**src/hdl/gbnms_pkg.sv**
```systemverilog
`timescale 1ns / 1ps
`default_nettype none

package gbnms_pkg;

    localparam int unsigned MAX_KEPT   = 256;
    localparam int unsigned COORD_BITS = 16;

    localparam int unsigned ADDR_W  = (MAX_KEPT > 1) ? $clog2(MAX_KEPT) : 1;
    localparam int unsigned CNT_W   = $clog2(MAX_KEPT + 1);
    localparam int unsigned BOX_W   = 4 * COORD_BITS;
    localparam int unsigned AREA_W  = 2 * COORD_BITS;
    localparam int unsigned UNI_W   = AREA_W + 1;
    localparam int unsigned Q_W     = 17;
    localparam int unsigned MUL_A_W = UNI_W;
    localparam int unsigned MUL_B_W = (COORD_BITS > Q_W) ? COORD_BITS : Q_W;
    localparam int unsigned PROD_W  = MUL_A_W + MUL_B_W;

    localparam logic [Q_W-1:0] ONE_Q16   = 17'd65536;
    localparam logic [Q_W-1:0] HALF_Q16  = 17'd32768;
    localparam logic [Q_W-1:0] THR_RESET = 17'd29491;
    localparam logic [Q_W-1:0] ETA_RESET = 17'd65536;

    typedef enum logic [7:0] {
        REG_NMS_THRESHOLD = 8'd0,
        REG_ETA           = 8'd1
    } t_reg_idx;

    typedef enum logic [3:0] {
        S_IDLE,
        S_CDIM,
        S_CMUL,
        S_CAREA,
        S_RD,
        S_OVL,
        S_MI,
        S_MK,
        S_SUM,
        S_MU,
        S_CHK,
        S_DEC,
        S_DECAY
    } t_state;

endpackage

`default_nettype wire

```
**src/hdl/gbnms_mul.sv**
```systemverilog
`timescale 1ns / 1ps
`default_nettype none

module gbnms_mul
    import gbnms_pkg::*;
(
    input  wire logic               i_clk,
    input  wire logic [MUL_A_W-1:0] i_a,
    input  wire logic [MUL_B_W-1:0] i_b,
    output logic      [PROD_W-1:0]  o_p
);

    always_ff @(posedge i_clk) begin
        o_p <= PROD_W'(i_a) * PROD_W'(i_b);
    end

endmodule

`default_nettype wire

```
**config.mk**
```make
export PLATFORM = sky130hd
export DESIGN_NAME = gbnms_mul
export DESIGN_NICKNAME = d
export VERILOG_FILES = /design/src/hdl/gbnms_pkg.sv /design/src/hdl/gbnms_mul.sv
export SDC_FILE = /design/constraint.sdc
export NUM_CORES = 1
export LEC_CHECK = 0
export BUFFER_PORTS_ARGS = -buffer_cell sky130_fd_sc_hd__buf_4
export CORE_MARGIN = 4
export CORE_UTILIZATION = 54
export DETAILED_ROUTE_END_ITERATION = 12
export HOLD_SLACK_MARGIN = 0.15
export PLACE_DENSITY = 0.72
export SLEW_MARGIN = 20
export SYNTH_ARGS = -nofsm -noshare
export SYNTH_HDL_FRONTEND = slang
export SYNTH_SLANG_ARGS = --single-unit
```
**constraint.sdc**
```tcl
create_clock -name i_clk -period 8 [get_ports i_clk]
set_clock_uncertainty 0.15 [all_clocks]
set_input_delay 1.6 -clock i_clk [delete_from_list [all_inputs] [get_ports i_clk]]
set_output_delay 1.6 -clock i_clk [all_outputs]
set_load 0.02 [all_outputs]
```
==> impl_metrics.toml, run 1 <==
[logic_synthesis]
syn_inst = 2137
syn_nets = 2776
avgSynthCellArea_um2 = 8.830
yosys_warnings = 0
synth.largest_area_cell = "fa_1"
synthFlopType = "dfxtp_1"
yosysTopAreaCellShare_pct = 49.23
synth_edf_count = 0
synthTopCellsByArea = "fa_1 49%, inv_1 11%, ha_1 8.2%"
synth-seq-cells = 50
yosysUniqueCellTypes = 60
synthArstFlopShare_pct = 0
synth.cell_area_um2 = 18870
ys_seq_area_share_pct = 5.305

[placement]
port-buffer-count = 100
place.gp.congestion = 0.9685
dpl.hpwl_um = 41980
dp_slack_ns = -0.0002522
placed_cell_area_um2 = 20270

[timing]
fin_crit_ns = 7.641
worst_slew_pin_slew_ns = 0.5057
tns_ns = 0
rsz0062_at_grt = "no"
final.setup.worst_slack_ns = 0.3589
fin_crit_sh_pct = 95.51
whs_ns = 1.485
drv_slew = 0
hold_violations = 0
maxSlewHeadroom_pct = 66.29
clock.fmax_ghz = 0.1309
setup_viol = 0

[final_layout]
fillers = 3068
reg.largest.list = "o_p: 50 flops"
final_common_cell = "inv_1"
area_growth_pct = 8.269
largest_register_ffs = 50
multi_input_area_um2 = 15370
fin_nets = 2845
drive_gt1_share_pct = 8.382
seq_area_um2 = 1001
regMostFlops = "o_p"
layout_common_cells = "555 x inv_1, 464 x fa_1, 369 x nand2_1"
design_area_um2 = 20430

[floorplan]
die_y_um = 194.9
io_pins = 101
die_w_um = 194.9
start_util_pct = 54.63
rows = 68
die_area_um2 = 38000
core_area_um2 = 34540

[critical_path]
slowest_delay_ns = 0.55
crit_top_cell = "fa_1"
cp-start-kind = "input pin"
slowest_stage = "fa_1"
endpoint_kind = "register"
critPathKind = "input pin to register"
required_ns = 8.14
path_max_fanout = 25
worstPathArrival_ns = 7.78
worstPathCellList = "buf_4 -> buf_4 -> nand2_1 -> fa_1 -> fa_1 -> fa_1 -> fa_1 -> inv_1 -> fa_1 -> inv_1 -> fa_1 -> inv_1 -> ha_1 -> a21oi_1 -> o21ai_0 -> a21boi_0 -> o31ai_2 -> a31o_2 -> a21oi_1 -> o32ai_1 -> a31oi_1 -> xnor2_1"

[routing]
via_per_inst = 5.368
firstDrtPassIters = 5
routed_wl_um = 50620
drt_iter0_drc = 912
drcViolationCount = 0
wire_per_inst_um = 19.01
via_count = 14300
antenna_left = 0

[clocking]
htreeDepth = 2
cts_buffers = 5
cts-hold-fix-buffers = 0
postCtsResizedCells = 0
cts_setup_buffers = 0
cts.sinks = 50
cts_root_buf = "clkbuf_16"
clkTransAtPathRegs_ns = 0.10
cts_tree = "done"
clockBufferDepth = 2

[global_route]
antenna_found_initial = 1
met1_usage_pct = 35.81
grt_pass1_wl_um = 85100
grt_pass1_vias = 16000
use_met2_pct = 46.76
grt_max_degree = 34
busiest_layer = "met2"
grt_util_met3_pct = 7.991
grtUsageTotal_pct = 28.23
gr-total-overflow = 0

[hold_path]
worst_hold_path_type = "input pin to register"

[flow_run]
maxCapViolCount = 0

[status]
status = "complete, no violations"
## synthesized netlist by cell type (2+ instances only)
cell and count:
a21bo_2 2, a21boi_0 2, a21o_1 22, a21o_2 2
a21oi_1 51, a31o_2 2, a31oi_1 11, and2_1 224
and3_1 4, clkbuf_1 86, clkbuf_2 3, dfxtp_1 50
fa_1 464, ha_1 124, inv_1 555, nand2_1 369
nand2_2 3, nand3_1 10, nand4_1 11, nor2_1 14
nor2b_1 3, nor3_1 4, nor4_1 2, o211ai_1 3
o21a_1 8, o21ai_0 17, o21bai_1 13, or4_1 2
xnor2_1 27, xor2_1 19
## worst paths after layout
path                   start  endpoint  depth (start not counted)
worst max-delay path  i_b[3]   o_p[45]                         22
worst min-delay path  i_a[0]    o_p[0]                          2
## kinds of logic after synthesis
kind of cell | synth area share, %
compound gates | 5.391
xor+xnor | 2.135
fa+ha+maj | 57.45
buf+inv | 13.26
flops | 5.305
simple gates | 16.46
## layout make-up
type                       count  area share, %
tap                          455          2.787
sequential                    50          4.900
inverter                     555          10.20
clock inverter                 3         0.1409
antenna                        1        0.01225
multi-input combinational   1437          75.21
clock buffer                   5         0.6124
timing repair buffer         157          6.137
## worst max-delay path: cells and delay by family
kind	cells	cell delay, ns
AOI/OAI and AO/OA	8	1.94
xor gates and xnor gates	1	0.13
adders and majority gates	7	3.32
buffers and inverters	5	0.69
and+or+nand+nor	1	0.09
## per-layer routing
metal / share of wire [%] / vias up
li1: - / 6284
met2: 48 / 678
met5: 0 / -
met4: 3.9 / 0
met1: 37 / 7188
met3: 10 / 146
## per-stage QoR
stage	util, %	std cells
after detailed placement	58.69	2654
after global placement	58.69	2654
final	59.14	2663
after CTS	59.14	2662
after global routing	59.14	2662
after floorplan	-	2137
Power of run 1 is not shown: default switching activity piles up to over one toggle a cycle in this logic, so the estimate is an artifact.
==> run 2, diff against run 1 <==
--- a/config.mk
+++ b/config.mk
@@ -9,9 +9,10 @@
 export CORE_MARGIN = 4
 export CORE_UTILIZATION = 54
 export DETAILED_ROUTE_END_ITERATION = 12
+export GPL_TIMING_DRIVEN = 0
 export HOLD_SLACK_MARGIN = 0.15
 export PLACE_DENSITY = 0.72
-export SLEW_MARGIN = 20
+export SLEW_MARGIN = 30
 export SYNTH_ARGS = -nofsm -noshare
 export SYNTH_HDL_FRONTEND = slang
 export SYNTH_SLANG_ARGS = --single-unit
==> impl_metrics.toml, run 2 (same netlist as run 1, synthesis figures left out) <==
[clocking]
clkTransAtPathRegs_ns = 0.07
cts_buffers = 5
htreeDepth = 2
cts_tree = "done"
cts_root_buf = "clkbuf_16"
clockBufferDepth = 2
cts-hold-fix-buffers = 0
cts.sinks = 50

[placement]
place.gp.congestion = 0.9587
dpl.hpwl_um = 47670
port-buffer-count = 100

[timing]
rsz0062_at_grt = "yes"
setup_viol = 0
drv_slew = 0
hold_violations = 0
worst_slew_pin_slew_ns = 0.9327
fin_crit_sh_pct = 98.82
clock.fmax_ghz = 0.1265
maxSlewHeadroom_pct = 37.82
whs_ns = 1.409
fin_crit_ns = 7.905

[critical_path]
required_ns = 8.07
worstPathArrival_ns = 7.97
endpoint_kind = "register"
critPathKind = "input pin to register"
cp-start-kind = "input pin"
path_max_fanout = 10

[global_route]
grt_pass1_vias = 16160
grt_max_degree = 19
gr-total-overflow = 0
grtUsageTotal_pct = 31.09
antenna_found_initial = 2
grt_pass1_wl_um = 90600

[final_layout]
regMostFlops = "o_p"
area_growth_pct = 8.693
layout_common_cells = "555 x inv_1, 464 x fa_1, 369 x nand2_1"
final_common_cell = "inv_1"
drive_gt1_share_pct = 9.148
largest_register_ffs = 50
reg.largest.list = "o_p: 50 flops"
fin_nets = 2879

[status]
status = "complete, no violations"

[floorplan]
start_util_pct = 54.63
die_w_um = 194.9
die_area_um2 = 38000
die_y_um = 194.9
rows = 68
core_area_um2 = 34540
io_pins = 101

[routing]
drcViolationCount = 0
via_count = 14570
antenna_left = 0
wire_per_inst_um = 20.69
firstDrtPassIters = 5
via_per_inst = 5.399
routed_wl_um = 55820
drt_iter0_drc = 966

[hold_path]
worst_hold_path_type = "input pin to register"
hold_depth = 2

[flow_run]
maxCapViolCount = 0
run 2: cell types whose count changed in the layout (fill, tap and decap cells not counted), sizes merged:
cell           before  now
clkbuf              5   76
buf               157  118
bufbuf              0    1
clkdlybuf4s15       0    1
clkinv              1    2
diode               1    2
inv               557  556
run 2: layout make-up:
cell class | instances | area (um^2)
antenna | 2 | 5.005
buffer | 85 | 493.0
tap | 455 | 569.3
fill | 3113 | 14030
sequential | 50 | 1001
timing repair buffer | 106 | 795.8
clock buffer | 5 | 125.1
multi-input combinational | 1437 | 15410
inverter | 555 | 2083
clock inverter | 3 | 28.78
run 2: repair_timing:
item | 4_1_cts | 5_1_grt
resized for setup | 59 | 48
setup endpoints to repair | 14 | 11
setup buffers | 3 | 3
pin swaps | 1 | 2
run 2: worst paths after layout:
| path | startpoint | end | slack [ns] |
|---|---|---|---|
| hold / removal | i_b[0] | o_p[0] | 1.41 |
| setup / recovery | i_a[2] | o_p[42] | 0.09 |
run 2: critical path: stages:
cell and delay, ns:
buf_4 0.15, clkbuf_1 0.45, nand2_1 0.16, fa_1 0.53, fa_1 0.49, inv_1 0.05, fa_1 0.51, fa_1 0.42
fa_1 0.51, inv_1 0.05, fa_1 0.48, inv_1 0.04, ha_1 0.27, buf_6 0.14, a21o_1 0.20, a31oi_1 0.24
o211ai_1 0.16, o21ai_2 0.16, buf_4 0.16, a22oi_2 0.16, a221o_1 0.44, a31oi_2 0.27, a31oi_1 0.14, xor2_1 0.16
run 2: through the flow:
| step | worst slack, ns | cell area [um^2] | setup TNS [ns] | utilization, % | cells |
|---|---|---|---|---|---|
| after global routing | -0.08398 | 20500 | -0.1595 | 59.36 | 2696 |
| final | 0.09458 | 20510 | 0 | 59.37 | 2698 |
| after CTS | 0.007121 | 20420 | 0 | 59.12 | 2694 |
| after floorplan | 0.5919 | 18870 | 0 | - | 2137 |
| after global placement | -1.047 | 20190 | -10.50 | 58.45 | 2692 |
| after detailed placement | -1.091 | 20190 | -11.70 | 58.45 | 2692 |
run 2: layer usage:
layer | vias to the layer above | track usage (%) | share of wire (%)
li1 | 6381 | - | -
met1 | 7392 | 40.31 | 39
met2 | 638 | 51.01 | 48
met3 | 156 | 5.616 | 7.9
met4 | 0 | 14.61 | 5.7
met5 | - | 0 | 0
Power of run 2 is left out for the same reason.
